File: src/hw/rtl/elt_pkg.sv
// Shared types, code constants and character tables for the expression language tokenizer.
// Used by elt_scan, elt_out_fifo and expression_language_tokenizer; depends on nothing.
`timescale 1ns / 1ps

package elt_pkg;

    // One emitted token as it travels through the result queue.
    typedef struct packed {
        logic [4:0]  kind;
        logic [15:0] start;
        logic [15:0] length;
        logic        last;
    } token_t;

    // Everything one consumed byte produces: zero, one or two tokens.
    typedef struct packed {
        logic [1:0] count;
        token_t     tok0;
        token_t     tok1;
    } scan_out_t;

    typedef enum logic [4:0] {
        MODE_IDLE   = 5'b00001,
        MODE_IDENT  = 5'b00010,
        MODE_INT    = 5'b00100,
        MODE_ASSIGN = 5'b01000,
        MODE_BANG   = 5'b10000
    } scan_mode_t;

    localparam logic [4:0] KIND_ILLEGAL  = 5'd0;
    localparam logic [4:0] KIND_EOF      = 5'd1;
    localparam logic [4:0] KIND_IDENT    = 5'd2;
    localparam logic [4:0] KIND_INT      = 5'd3;
    localparam logic [4:0] KIND_ASSIGN   = 5'd4;
    localparam logic [4:0] KIND_PLUS     = 5'd5;
    localparam logic [4:0] KIND_MINUS    = 5'd6;
    localparam logic [4:0] KIND_BANG     = 5'd7;
    localparam logic [4:0] KIND_STAR     = 5'd8;
    localparam logic [4:0] KIND_SLASH    = 5'd9;
    localparam logic [4:0] KIND_LT       = 5'd10;
    localparam logic [4:0] KIND_GT       = 5'd11;
    localparam logic [4:0] KIND_EQ       = 5'd12;
    localparam logic [4:0] KIND_NOT_EQ   = 5'd13;
    localparam logic [4:0] KIND_COMMA    = 5'd14;
    localparam logic [4:0] KIND_SEMI     = 5'd15;
    localparam logic [4:0] KIND_LPAREN   = 5'd16;
    localparam logic [4:0] KIND_RPAREN   = 5'd17;
    localparam logic [4:0] KIND_LBRACE   = 5'd18;
    localparam logic [4:0] KIND_RBRACE   = 5'd19;
    localparam logic [4:0] KIND_KW_FIRST = 5'd20;

    localparam logic [7:0] CH_NUL        = 8'h00;
    localparam logic [7:0] CH_TAB        = 8'h09;
    localparam logic [7:0] CH_LF         = 8'h0A;
    localparam logic [7:0] CH_CR         = 8'h0D;
    localparam logic [7:0] CH_SPACE      = 8'h20;
    localparam logic [7:0] CH_BANG       = 8'h21;
    localparam logic [7:0] CH_EQUAL      = 8'h3D;
    localparam logic [7:0] CH_UNDERSCORE = 8'h5F;

    localparam logic [15:0] LEN_MAX = 16'hFFFF;

    // Keyword table: text left aligned, first character in the top byte.
    localparam int KW_COUNT = 7;
    localparam int KW_SPAN  = 6;
    localparam logic [KW_SPAN*8-1:0] KW_TEXT [KW_COUNT] = '{
        {"fn",     32'h0},
        {"let",    24'h0},
        {"true",   16'h0},
        {"false",   8'h0},
        {"if",     32'h0},
        {"else",   16'h0},
        "return"
    };
    localparam logic [2:0] KW_LEN [KW_COUNT] = '{
        3'd2, 3'd3, 3'd4, 3'd5, 3'd2, 3'd4, 3'd6
    };

    function automatic logic is_letter(input logic [7:0] c);
        return (c >= "a" && c <= "z") || (c >= "A" && c <= "Z") || c == CH_UNDERSCORE;
    endfunction

    function automatic logic is_digit(input logic [7:0] c);
        return c >= "0" && c <= "9";
    endfunction

    function automatic logic is_space(input logic [7:0] c);
        return c == CH_SPACE || c == CH_TAB || c == CH_CR || c == CH_LF;
    endfunction

    // Operators and delimiters that stand alone; anything else is illegal.
    function automatic logic [4:0] single_kind(input logic [7:0] c);
        logic [4:0] k;
        unique case (c)
            "+":     k = KIND_PLUS;
            "-":     k = KIND_MINUS;
            "*":     k = KIND_STAR;
            "/":     k = KIND_SLASH;
            "<":     k = KIND_LT;
            ">":     k = KIND_GT;
            ",":     k = KIND_COMMA;
            ";":     k = KIND_SEMI;
            "(":     k = KIND_LPAREN;
            ")":     k = KIND_RPAREN;
            "{":     k = KIND_LBRACE;
            "}":     k = KIND_RBRACE;
            default: k = KIND_ILLEGAL;
        endcase
        return k;
    endfunction

endpackage

File: src/hw/rtl/expression_language_tokenizer.sv
// Top level of the expression language tokenizer: input register, scanner, result queue.
// Depends on elt_pkg, elt_scan and elt_out_fifo.
`timescale 1ns / 1ps

// Channel   Direction  Handshake          Payload
// s_        in         s_tvalid/s_tready  s_tdata[7:0] char_code
// m_        out        m_tvalid/m_tready  m_tuser kind, m_tdata start/length, m_tlast last_of_run
//
// Each source byte is captured in an input register, decided by the scanner once the
// four-entry result queue has room for two tokens, and its tokens written into it.
// One byte is taken every cycle while the queue has room for two tokens; a byte
// that yields two tokens leaves as two transfers, so the output port sets the pace.
// Reset (aresetn low at a clock edge) empties the queue and returns the scanner to
// idle with offset zero; no clearing pass is needed.
// A stalled m_tready fills the queue and then holds s_tready low without losing data.

module expression_language_tokenizer
    import elt_pkg::*;
#(
    parameter int OFFSET_WIDTH    = 16,
    parameter int KEYWORD_MAX_LEN = 6
) (
    input  logic        aclk,
    input  logic        aresetn,
    input  logic        s_tvalid,
    output logic        s_tready,
    input  logic [7:0]  s_tdata,   // [7:0] char_code
    output logic        m_tvalid,
    input  logic        m_tready,
    output logic [31:0] m_tdata,   // [15:0] token_start, [31:16] token_length
    output logic [4:0]  m_tuser,   // [4:0] token_kind
    output logic        m_tlast    // last_of_run
);

    logic [7:0] byte_reg;
    logic       in_valid_reg;
    logic       consume;
    logic [2:0] level;
    scan_out_t  scan_out;
    token_t     out_tok;

    // A held byte is decided once the queue can take both of its possible tokens.
    assign consume  = in_valid_reg && (level <= 3'd2);
    assign s_tready = !in_valid_reg || consume;

    always_ff @(posedge aclk) begin
        if (s_tvalid && s_tready) begin
            byte_reg <= s_tdata;
        end
    end

    always_ff @(posedge aclk) begin
        if (!aresetn) begin
            in_valid_reg <= 1'b0;
        end else if (s_tvalid && s_tready) begin
            in_valid_reg <= 1'b1;
        end else if (consume) begin
            in_valid_reg <= 1'b0;
        end
    end

    elt_scan #(
        .OFFSET_WIDTH   (OFFSET_WIDTH),
        .KEYWORD_MAX_LEN(KEYWORD_MAX_LEN)
    ) u_scan (
        .aclk    (aclk),
        .aresetn (aresetn),
        .in_fire (consume),
        .in_byte (byte_reg),
        .scan_out(scan_out)
    );

    elt_out_fifo u_fifo (
        .aclk     (aclk),
        .aresetn  (aresetn),
        .push_en  (consume),
        .push_data(scan_out),
        .out_valid(m_tvalid),
        .out_ready(m_tready),
        .out_tok  (out_tok),
        .level    (level)
    );

    assign m_tdata = {out_tok.length, out_tok.start};
    assign m_tuser = out_tok.kind;
    assign m_tlast = out_tok.last;

    // An end-of-text token is always the last request caused by its byte.
    a_eof_last: assert property (@(posedge aclk) disable iff (!aresetn)
        (m_tvalid && m_tuser == KIND_EOF) |-> m_tlast)
        else $error("EOF token without tlast");

    // An end-of-text token carries no length.
    a_eof_len: assert property (@(posedge aclk) disable iff (!aresetn)
        (m_tvalid && m_tuser == KIND_EOF) |-> (m_tdata[31:16] == 16'd0))
        else $error("EOF token with nonzero length");

    // A zero byte always produces a final EOF token.
    a_nul_eof: assert property (@(posedge aclk) disable iff (!aresetn)
        (consume && byte_reg == CH_NUL) |->
            ((scan_out.count == 2'd1 && scan_out.tok0.kind == KIND_EOF)
             || (scan_out.count == 2'd2 && scan_out.tok1.kind == KIND_EOF)))
        else $error("zero byte did not produce EOF");

    // The queue never holds more than its four entries.
    a_level: assert property (@(posedge aclk) disable iff (!aresetn)
        level <= 3'd4)
        else $error("result queue overflow");

endmodule

File: src/hw/rtl/elt_scan.sv
// Scanner state and per-byte token decision for the expression language tokenizer.
// Depends on elt_pkg.
`timescale 1ns / 1ps

module elt_scan
    import elt_pkg::*;
#(
    parameter int OFFSET_WIDTH    = 16,
    parameter int KEYWORD_MAX_LEN = 6
) (
    input  logic      aclk,
    input  logic      aresetn,
    input  logic      in_fire,
    input  logic [7:0] in_byte,
    output scan_out_t scan_out
);

    scan_mode_t              mode_reg, mode_next;
    logic [OFFSET_WIDTH-1:0] offset_reg, offset_next;
    logic [15:0]             open_start_reg, open_start_next;
    logic [15:0]             open_length_reg, open_length_next;
    logic [7:0]              kw_buf_reg [KEYWORD_MAX_LEN];
    logic                    buf_open, buf_extend;

    logic [4:0]  ident_kind;
    logic [15:0] off16;
    logic        close_v, fresh, fresh_v;
    token_t      close_tok, fresh_tok;

    // Keyword lookup: all seven entries are compared in parallel.
    always_comb begin
        logic hit;
        ident_kind = KIND_IDENT;
        for (int k = KW_COUNT - 1; k >= 0; k--) begin
            hit = (open_length_reg == 16'(KW_LEN[k]));
            for (int i = 0; i < KW_SPAN; i++) begin
                if (3'(i) < KW_LEN[k] && kw_buf_reg[i] != KW_TEXT[k][KW_SPAN*8-1-8*i -: 8]) begin
                    hit = 1'b0;
                end
            end
            if (hit) begin
                ident_kind = KIND_KW_FIRST + 5'(k);
            end
        end
    end

    assign off16 = 16'(offset_reg);

    always_comb begin
        mode_next        = mode_reg;
        open_start_next  = open_start_reg;
        open_length_next = open_length_reg;
        buf_open         = 1'b0;
        buf_extend       = 1'b0;
        close_v          = 1'b0;
        close_tok        = '0;
        fresh            = 1'b1;
        fresh_v          = 1'b0;
        fresh_tok        = '0;

        unique case (mode_reg)
            MODE_IDENT, MODE_INT: begin
                if ((mode_reg == MODE_IDENT) ? is_letter(in_byte) : is_digit(in_byte)) begin
                    buf_extend = 1'b1;
                    fresh      = 1'b0;
                    if (open_length_reg != LEN_MAX) begin
                        open_length_next = open_length_reg + 16'd1;
                    end
                end else begin
                    close_v          = 1'b1;
                    close_tok.kind   = (mode_reg == MODE_IDENT) ? ident_kind : KIND_INT;
                    close_tok.start  = open_start_reg;
                    close_tok.length = open_length_reg;
                    mode_next        = MODE_IDLE;
                end
            end
            MODE_ASSIGN, MODE_BANG: begin
                close_v         = 1'b1;
                close_tok.start = open_start_reg;
                if (in_byte == CH_EQUAL) begin
                    close_tok.kind   = (mode_reg == MODE_ASSIGN) ? KIND_EQ : KIND_NOT_EQ;
                    close_tok.length = 16'd2;
                    fresh            = 1'b0;
                end else begin
                    close_tok.kind   = (mode_reg == MODE_ASSIGN) ? KIND_ASSIGN : KIND_BANG;
                    close_tok.length = 16'd1;
                end
                mode_next = MODE_IDLE;
            end
            default: begin
                mode_next = MODE_IDLE;
            end
        endcase

        if (fresh) begin
            if (in_byte == CH_NUL) begin
                fresh_v          = 1'b1;
                fresh_tok.kind   = KIND_EOF;
                fresh_tok.start  = off16;
                fresh_tok.length = 16'd0;
            end else if (is_space(in_byte)) begin
                fresh_v = 1'b0;
            end else if (in_byte == CH_EQUAL || in_byte == CH_BANG
                         || is_letter(in_byte) || is_digit(in_byte)) begin
                buf_open         = 1'b1;
                open_start_next  = off16;
                open_length_next = 16'd1;
                if (in_byte == CH_EQUAL) begin
                    mode_next = MODE_ASSIGN;
                end else if (in_byte == CH_BANG) begin
                    mode_next = MODE_BANG;
                end else if (is_letter(in_byte)) begin
                    mode_next = MODE_IDENT;
                end else begin
                    mode_next = MODE_INT;
                end
            end else begin
                fresh_v          = 1'b1;
                fresh_tok.kind   = single_kind(in_byte);
                fresh_tok.start  = off16;
                fresh_tok.length = 16'd1;
            end
        end

        offset_next = (in_byte == CH_NUL) ? '0 : offset_reg + 1'b1;
    end

    // Pack the tokens: the closing token always comes first.
    always_comb begin
        scan_out.count = {1'b0, close_v} + {1'b0, fresh_v};
        scan_out.tok0  = close_v ? close_tok : fresh_tok;
        scan_out.tok1  = fresh_tok;
        scan_out.tok0.last = !(close_v && fresh_v);
        scan_out.tok1.last = 1'b1;
    end

    always_ff @(posedge aclk) begin
        if (!aresetn) begin
            mode_reg        <= MODE_IDLE;
            offset_reg      <= '0;
            open_start_reg  <= '0;
            open_length_reg <= '0;
            for (int j = 0; j < KEYWORD_MAX_LEN; j++) begin
                kw_buf_reg[j] <= '0;
            end
        end else if (in_fire) begin
            mode_reg        <= mode_next;
            offset_reg      <= offset_next;
            open_start_reg  <= open_start_next;
            open_length_reg <= open_length_next;
            for (int j = 0; j < KEYWORD_MAX_LEN; j++) begin
                if (buf_open) begin
                    kw_buf_reg[j] <= (j == 0) ? in_byte : 8'h00;
                end else if (buf_extend && open_length_reg == 16'(j)) begin
                    kw_buf_reg[j] <= in_byte;
                end
            end
        end
    end

endmodule

File: src/hw/rtl/elt_out_fifo.sv
// Four-entry result queue that takes up to two tokens a cycle and hands out one while out_ready is high.
// Depends on elt_pkg.
`timescale 1ns / 1ps

module elt_out_fifo
    import elt_pkg::*;
(
    input  logic      aclk,
    input  logic      aresetn,
    input  logic      push_en,
    input  scan_out_t push_data,
    output logic      out_valid,
    input  logic      out_ready,
    output token_t    out_tok,
    output logic [2:0] level
);

    localparam int DEPTH = 4;

    token_t     mem_reg [DEPTH];
    logic [1:0] wr_ptr_reg, rd_ptr_reg;
    logic [2:0] level_reg, level_next;
    logic [1:0] push_n;
    logic       pop;

    assign push_n     = push_en ? push_data.count : 2'd0;
    assign out_valid  = (level_reg != 3'd0);
    assign pop        = out_valid && out_ready;
    assign out_tok    = mem_reg[rd_ptr_reg];
    assign level      = level_reg;
    assign level_next = level_reg + {1'b0, push_n} - {2'b00, pop};

    always_ff @(posedge aclk) begin
        if (push_n != 2'd0) begin
            mem_reg[wr_ptr_reg] <= push_data.tok0;
        end
        if (push_n == 2'd2) begin
            mem_reg[wr_ptr_reg + 2'd1] <= push_data.tok1;
        end
    end

    always_ff @(posedge aclk) begin
        if (!aresetn) begin
            wr_ptr_reg <= '0;
            rd_ptr_reg <= '0;
            level_reg  <= '0;
        end else begin
            wr_ptr_reg <= wr_ptr_reg + push_n;
            rd_ptr_reg <= rd_ptr_reg + {1'b0, pop};
            level_reg  <= level_next;
        end
    end

endmodule
File: config.mk
export PLATFORM = sky130hd
export DESIGN_NAME = expression_language_tokenizer
export DESIGN_NICKNAME = d
export VERILOG_FILES = /design/src/hw/rtl/elt_pkg.sv /design/src/hw/rtl/expression_language_tokenizer.sv /design/src/hw/rtl/elt_scan.sv /design/src/hw/rtl/elt_out_fifo.sv
export SDC_FILE = /design/constraint.sdc
export NUM_CORES = 1
export LEC_CHECK = 0
export BUFFER_PORTS_ARGS = -buffer_cell sky130_fd_sc_hd__buf_2
export CORE_MARGIN = 4
export CORE_UTILIZATION = 30
export DETAILED_ROUTE_END_ITERATION = 10
export GPL_ROUTABILITY_DRIVEN = 0
export HOLD_SLACK_MARGIN = 0.15
export PLACE_DENSITY = 0.51
export SLEW_MARGIN = 10
export SYNTH_ARGS = -nofsm -noshare
export SYNTH_HDL_FRONTEND = slang
export SYNTH_HIERARCHICAL = 1
export SYNTH_SLANG_ARGS = --single-unit
File: constraint.sdc
create_clock -name aclk -period 5.9 [get_ports aclk]
set_clock_uncertainty 0.15 [all_clocks]
set_input_delay 0.59 -clock aclk [delete_from_list [all_inputs] [get_ports aclk]]
set_output_delay 0.59 -clock aclk [all_outputs]
set_load 0.1 [all_outputs]
# After elaboration in Yosys (flattened, before gate mapping)
# Memory sizes are Yosys's and may differ from the RTL's. A register that Yosys moved wholly into a read port is not among the register bits.
# Index checks and enable logic that the tools add are counted.
[word_totals]
inputBits = 12
ramBits = 200
mem_count = 2
reg_bits = 69
[memory_table]
columns = ["memory", "depth", "width", "rd", "rd_clocked_by_memory_dff", "write_ports", "line", "rtl"]
rows = [
  ["u_fifo.mem_reg", 4, 38, 1, 1, 2, "elt_out_fifo.sv:20", "token_t mem_reg [DEPTH];"],
  ["u_scan.kw_buf_reg", 6, 8, 6, 0, 6, "elt_scan.sv:22", "logic [7:0] kw_buf_reg [KEYWORD_MAX_LEN];"],
]
[classes]
order_cmp = 7
add_sub_neg = 8
reduce_logical = 32
muxes = 133
eq_ne = 53
bitwise = 14
[ops]
columns = ["op", "count"]
rows = [
  ["$mux 37", 5],
  ["$ne 8x7->1 const B", 22],
  ["$mux 16", 8],
  ["$eq 8x6->1 const B", 13],
  ["$mux 8", 12],
  ["$mux 5", 17],
  ["$mux 1", 81],
  ["$pmux 37 s2", 1],
  ["$pmux 5 s12", 1],
  ["$eq 16x3->1 const B", 3],
  ["$mux 38", 1],
  ["$add 16x1->16 const B", 2],
  ["$eq 16x2->1 const B", 2],
  ["$eq 8x4->1 const B", 3],
  ["$eq 8x7->1 const B", 3],
  ["$eq 16x1->1 const B", 1],
  ["$ge 8x7->1 const B", 2],
  ["$le 8x7->1 const B", 2],
  ["$logic_not 16->1", 1],
  ["$ne 16x16->1 const B", 1],
  ["$logic_and 1x1->1", 13],
  ["$or 1x1->1", 12],
  ["$logic_or 1x1->1", 9],
  ["$ge 8x6->1 const B", 1],
  ["23 further kinds", 31],
]

# Logic depth before layout (Yosys ltp)
# Gate-level depths: netlist of the first run.
# An unclocked memory read counts as a cell.
[logic_depth]
word_depth = 19
depth_mapped = 17
mapped_depth_nobuf = 15

# By module
# The synthesis of the first run kept the hierarchy.
[by_module_without_submodules]
columns = ["module", "instances", "cells_each", "area_per_inst_um2"]
rows = [
  ["elt_out_fifo", 1, 420, 7816.2],
  ["elt_scan", 1, 647, 5846.9],
  ["expression_language_tokenizer", 1, 17, 307.8],
]

# Worst setup path before layout of the first run
# Ideal clock, no wire load.
[synth_path]
path_type = "reg2reg"
start = "register byte_reg[1]"
end = "memory u_fifo/mem_reg[1][0] (netlist bit), enable pin"
path_stages_with_launch = 13
slack_ps = 1297
arrival_ps = 4020
n_path_buf = 3
path_cell_list = "edfxtp_1 > buf_2 > nor3_1 > nand2_1 > a41oi_1 > buf_2 > a21oi_2 > inv_2 > clkbuf_1 > ha_1 > mux2_2 > nand2_1 > nor2_1"
[synth_lines]
columns = ["element", "line", "rtl"]
rows = [
  ["start: declaration", "expression_language_tokenizer.sv:35", "logic [7:0] byte_reg;"],
  ["start signal: assignment", "expression_language_tokenizer.sv:48", "byte_reg <= s_tdata;"],
  ["end: declaration", "elt_out_fifo.sv:20", ""],
]

==> results of run 1 <==
final cells by class:
class,instances,area [um2],area share
Inverter,30,113,0.00709
Multi-Input combinational cell,726,6080,0.382
Clock buffer,42,842,0.0530
Tap cell,600,751,0.0473
Clock inverter,11,85.1,0.00536
Sequential cell,269,7470,0.470
Timing Repair Buffer,81,551,0.0347
synthesized netlist by cell type (all sizes together) (4+ instances only):
cell	number
a211oi	4
a21oi	18
a22o	17
a31oi	5
and2	47
and3	23
and4b	6
buf	52
clkbuf	27
dfxtp	61
edfxtp	208
ha	9
inv	28
mux2	153
mux4	38
nand2	53
nand2b	9
nand3	17
nand4	18
nand4b	4
nor2	74
nor2b	12
nor3	22
nor3b	10
nor4	16
nor4b	5
nor4bb	7
o21a	4
o21ai	17
o22ai	7
o31ai	21
or3	8
or4	6
xnor2	31
xor2	4
repair_timing:
action                                 in CTS  in global routing
setup buffers                               0                  0
gates resized for setup                     0                  0
setup endpoints to repair                   0                  0
hold buffers                                8                  0
endpoints found under the hold margin       8                  0
power groups by stage:
stage | registers, W | clock network, W | logic (W)
2_1_floorplan | 0.00218 | 0 | 0.00120
3_3_place_gp | 0.00225 | 0 | 0.00138
3_5_place_dp | 0.00226 | 0 | 0.00138
4_1_cts | 0.00222 | 0.00183 | 0.00139
5_1_grt | 0.00223 | 0.00190 | 0.00144
6_report | 0.00221 | 0.00176 | 0.00137
through the flow:
stage               instances  hold slack [ns]  utilization  total power [W]
finish                   1759            0.205        0.348          0.00534
global route             1759            0.189        0.348          0.00557
CTS                      1759            0.159        0.348          0.00543
detailed placement       1698            0.310        0.326          0.00364
global placement         1698            0.305        0.326          0.00363
floorplan                1104            0.292            -          0.00338
per-layer routing:
metal / wire, um / track usage / vias to the layer above
li1: - / - / 4219
met2: 15700 / 0.211 / 184
met5: 0 / 0 / -
met3: 1460 / 0.0162 / 32
met4: 491 / 0.0298 / 0
met1: 16500 / 0.193 / 4422
cell families after synthesis:
family                     Yosys count  share of synthesized area
muxes                              192                      0.191
xor gates and xnor gates            35                     0.0219
buffers and inverters              109                     0.0393
other                                2                   0.000538
and+or+nand+nor                    350                      0.143
DFF                                269                      0.534
AOI/OAI and AO/OA                  117                     0.0609
adders and majority gates           10                    0.00949
final timing paths:
| path | startpoint | endpoint | slack [ns] |
|---|---|---|---|
| worst min register to register | u_scan/off16[8] | u_scan/open_start_reg[8] | 0.32 |
| worst max register to register | byte_reg[1] | u_fifo/mem_reg[1][18] | 1.08 |
| worst min-delay path | s_tvalid | in_valid_reg | 0.21 |
| worst max-delay path | byte_reg[1] | u_fifo/mem_reg[1][18] | 1.08 |
worst reg2reg max path: stages, from the launching register on:
cell       delay [ns]
edfxtp_1         0.81
and2_1           0.31
o2111ai_2        0.17
and3_1           0.28
a31oi_1          0.48
nand2_1          0.22
inv_1            0.11
ha_1             0.28
nand3b_1         0.36
or3_2            0.80
buf_12           0.29
mux2_4           0.31
==> out/summary.txt, run 1 <==
Startpoint Class: flip-flop
fin crit period: 4.82 ns
Net Sw Power: 0.00187 W
setup repair after global routing missed its margin: false
worst hold-check path type: input port to flip-flop
Reg power frac: 0.414
Final period util: 0.818
initial drt markers: 638
top post-synthesis cells by area: edfxtp_1 45%, mux2_2 11%, dfxtp_1 8.7%, mux4_2 6.1%, mux2_4 2.1%
post-synthesis sequential area ratio: 0.534
Syn Inst Count: 1084
Root Buffer: clkbuf_16
starting density of the core: 0.306
fin worst setup slack: 1.08 ns
#FFs+latches synth: 269
CTS tree: built
fmax: 207 MHz
yosys warns: 6
pre-CTS setup slack: 1.14 ns
DR DRC count: 0
initial antenna violation count: 0
port bufs: 51
Peak supply drop: 0.299 mV
Final ANT Viol Nets: 0
Levels on crit path: 11
Lkg Pwr: 5.55 nW
CTS clk-pin slew, worst paths: 0.06 ns
WL final: 34100 um
clk buf depth: 3
Worst EP arrival: 4.96 ns
Setup TNS: 0 ns
share of the synthesized area in the top cell type: 0.447
DP Wirelength: 22900 um
core area: 45700 um2
final hold vios: 0
pin count of the biggest net entering global routing: 39
Fill cells: 4457
Comb power frac: 0.256
leading area contributor after synthesis: edfxtp_1
most frequent cells in the layout: 208 x edfxtp_1, 133 x mux2_2, 69 x nor2_1
number of core rows: 78
crit-path leading delay family: simple AND/OR/NAND/NOR gates
GRT Overall Usage: 0.132
H-tree levels: 1
sequence of cells on the critical path: and2_1, o2111ai_2, and3_1, a31oi_1, nand2_1, inv_1, ha_1, nand3b_1, or3_2, buf_12, mux2_4
vias in the first global route: 8763
first-pass GRT wire length: 52700 um
DR WL/cell: 19.4 um
sw frac: 0.350
CP required: 6.04 ns
TritonRoute pass-1 iters: 5
worst slew pin tran: 1.12 ns
CP max stage cell: edfxtp_1
total CTS buffers: 29
internal power: 0.00347 W
Pins Over Slew Limit: 0
PwrDens: 336 nW/um2
Antenna diodes: 0
R2R depth: 11
Setup-failing EPs final: 0
max-cap violation count: 0
Final #Nets: 1159
count of cell types in the netlist: 77
max reg flops: 152
Worst slew margin: 0.246
Via-to-Cell Ratio: 5.04
placed inst area: 14900 um2
full die area: 50100 um2
fraction of registers with async set/reset: 0
vias: 8857
Worst Path Buf+Inv: 2
synthesized area: 14000 um2
syn avg cell area: 12.9 um2
Post-synth EDFFs: 208
GR Overflow Total: 0
Critical Path Fanout Max: 24
commonest non-fill, non-tap cell in the layout: edfxtp_1
I/O pin cnt: 52
Die Wd: 224 um
hold depth: 3
clk_lat worst skew: 0.55 ns
clock network power share: 0.329
share of cells above drive strength 1: 0.293
clock sinks: 269
Design Area, Final: 15900 um2
CP max stage delay: 0.81 ns
die height: 224 um
status: finished, final reports clean
Layout Area Growth over Synthesis: 13.7%
Main synth FF type: edfxtp_1
kind of critical path: flip-flop to flip-flop
nature of the critical path endpoint: flip-flop
Note: power is estimated with default switching activity, not from simulation.
==> inputs of run 2 (changes only) <==
Settings changed: PLACE_DENSITY 0.51 to 0.52.
Clock period 5.9 ns to 4.3 ns, I/O delays scaled along.
==> out/summary.txt, run 2 (synthesis gave the netlist of run 1 again) <==
status: finished, final reports clean
initial drt markers: 765
setup repair after global routing missed its margin: false
Design Area, Final: 16000 um2
Final #Nets: 1178
GRT Overall Usage: 0.136
CP required: 4.46 ns
final hold vios: 0
H-tree levels: 1
Lkg Pwr: 5.62 nW
Layout Area Growth over Synthesis: 14.8%
die height: 224 um
number of core rows: 78
placed inst area: 15000 um2
nature of the critical path endpoint: flip-flop
Comb power frac: 0.263
fin util: 0.351
worst slew pin tran: 1.15 ns
clock network power share: 0.328
Antenna diodes: 0
Die Wd: 224 um
CTS clk-pin slew, worst paths: 0.06 ns
total CTS buffers: 30
first-pass GRT wire length: 54000 um
Critical Path Fanout Max: 38
pin count of the biggest net entering global routing: 39
sequence of cells on the critical path: buf_4, nor2b_1, o21ai_0, o31ai_1, a31oi_1, nand2_1, inv_1, ha_1, nand3b_1, buf_4, or3_2, buf_4, mux2_4
commonest non-fill, non-tap cell in the layout: edfxtp_1
internal power: 0.00478 W
DR DRC count: 0
PostCTS Resize Cnt: 0
WL final: 34900 um
Setup TNS: 0 ns
clock sinks: 269
total power: 0.00737 W
Final ANT Viol Nets: 0
GR Util met3: 0.0176
GR Overflow Total: 0
Worst slew margin: 0.228
CP max stage delay: 0.51 ns
share of cells above drive strength 1: 0.297
fin worst setup slack: 0.377 ns
DR WL/cell: 19.6 um
kind of critical path: flip-flop to flip-flop
TritonRoute pass-1 iters: 5
PwrDens: 459 nW/um2
Worst path most repeated cell: buf_4
clk buf depth: 3
pre-CTS setup slack: 0.382 ns
CTS tree: built
GR peak layer: met2
vias in the first global route: 8986
I/O pin cnt: 52
GRT met1 Usage: 0.188
DP Wirelength: 23100 um
Setup-failing EPs final: 0
initial antenna violation count: 0
Peak supply drop: 0.445 mV
worst hold-check path type: input port to flip-flop
Via-to-Cell Ratio: 5.00
Worst Setup SP: byte_reg[0]
port bufs: 51
CP max stage cell: edfxtp_1
full die area: 50100 um2
Worst EP arrival: 4.08 ns
met2 Usage GRT: 0.229
vias: 8883
Root Buffer: clkbuf_16
Reg power frac: 0.408
reg2reg start: byte_reg[0]
max reg flops: 152
Net Sw Power: 0.00258 W
Final period util: 0.912
starting density of the core: 0.306
fin crit period: 3.92 ns
Fill cells: 4494
fmax: 255 MHz
Startpoint Class: flip-flop
most frequent cells in the layout: 208 x edfxtp_1, 133 x mux2_2, 69 x nor2_1
sw frac: 0.351
Pins Over Slew Limit: 0
Hold Startpoint: m_tready
core area: 45700 um2
clk_lat worst skew: 0.56 ns
max-cap violation count: 0
[run 2: changes by cell type in the layout (fill, tap and decap cells not counted)]
cell and change:
buf_12 +1, buf_4 +14, clkbuf_1 +3, clkbuf_16 +2, clkbuf_4 -2, clkbuf_8 -4, clkinv_1 +3, clkinv_2 -2
clkinv_4 +1, dlygate4sd3_1 +3
[run 2: through the flow]
| step | std cells | hold slack (ns) |
|---|---|---|
| finish | 1778 | 0.246 |
| global placement | 1713 | 0.304 |
| floorplan | 1104 | 0.292 |
| CTS | 1778 | 0.223 |
| global route | 1778 | 0.251 |
| detailed placement | 1713 | 0.311 |
[run 2: worst paths after layout]
path / to / slack [ns] / cells past startpoint
setup / recovery: u_fifo/mem_reg[1][21] / 0.38 / 13
hold / removal: u_fifo/rd_ptr_reg[1] / 0.25 / 4
setup reg to reg: u_fifo/mem_reg[1][21] / 0.38 / 13
hold reg to reg: u_scan/open_start_reg[8] / 0.32 / 1
[run 2: area by class of cell]
class                   count  area (um2)  area share
repair buffers             99         706      0.0440
multi-input cells         726        6080       0.379
clock buffers              41         833      0.0519
inverters                  30         113     0.00702
well taps                 600         751      0.0468
flip-flops and latches    269        7470       0.466
clock inverters            13        95.1     0.00593
[run 2: critical path: cells and delay by family, from the launching register on]
| family | cells | cell delay [ns] |
|---|---|---|
| buffers and inverters | 4 | 0.82 |
| multiplexers | 1 | 0.39 |
| AO/OA/AOI/OAI | 3 | 0.38 |
| flip-flops | 1 | 0.51 |
| adder cells (fa/ha/maj) | 1 | 0.33 |
| AND/OR/NAND/NOR | 4 | 1.06 |
[run 2: layer usage]
metal / share of wire / vias to the layer above
met5: 0 / -
met4: 0.016 / 0
met3: 0.042 / 36
met2: 0.48 / 182
met1: 0.46 / 4401
li1: - / 4264
[run 2: power groups by stage]
stage	combinational, W	sequential [W]	clock [W]
after floorplan	0.00165	0.00299	0
after global placement	0.00195	0.00306	0
after detailed placement	0.00196	0.00307	0
after CTS	0.00197	0.00301	0.00250
after global routing	0.00203	0.00302	0.00261
final	0.00194	0.00301	0.00242
[run 2: timing repair]
item / CTS / global route
hold buffers: 11 / 0
setup buffers: 0 / 0
endpoints found under the hold margin: 10 / 0
setup endpoints to repair: 0 / 0
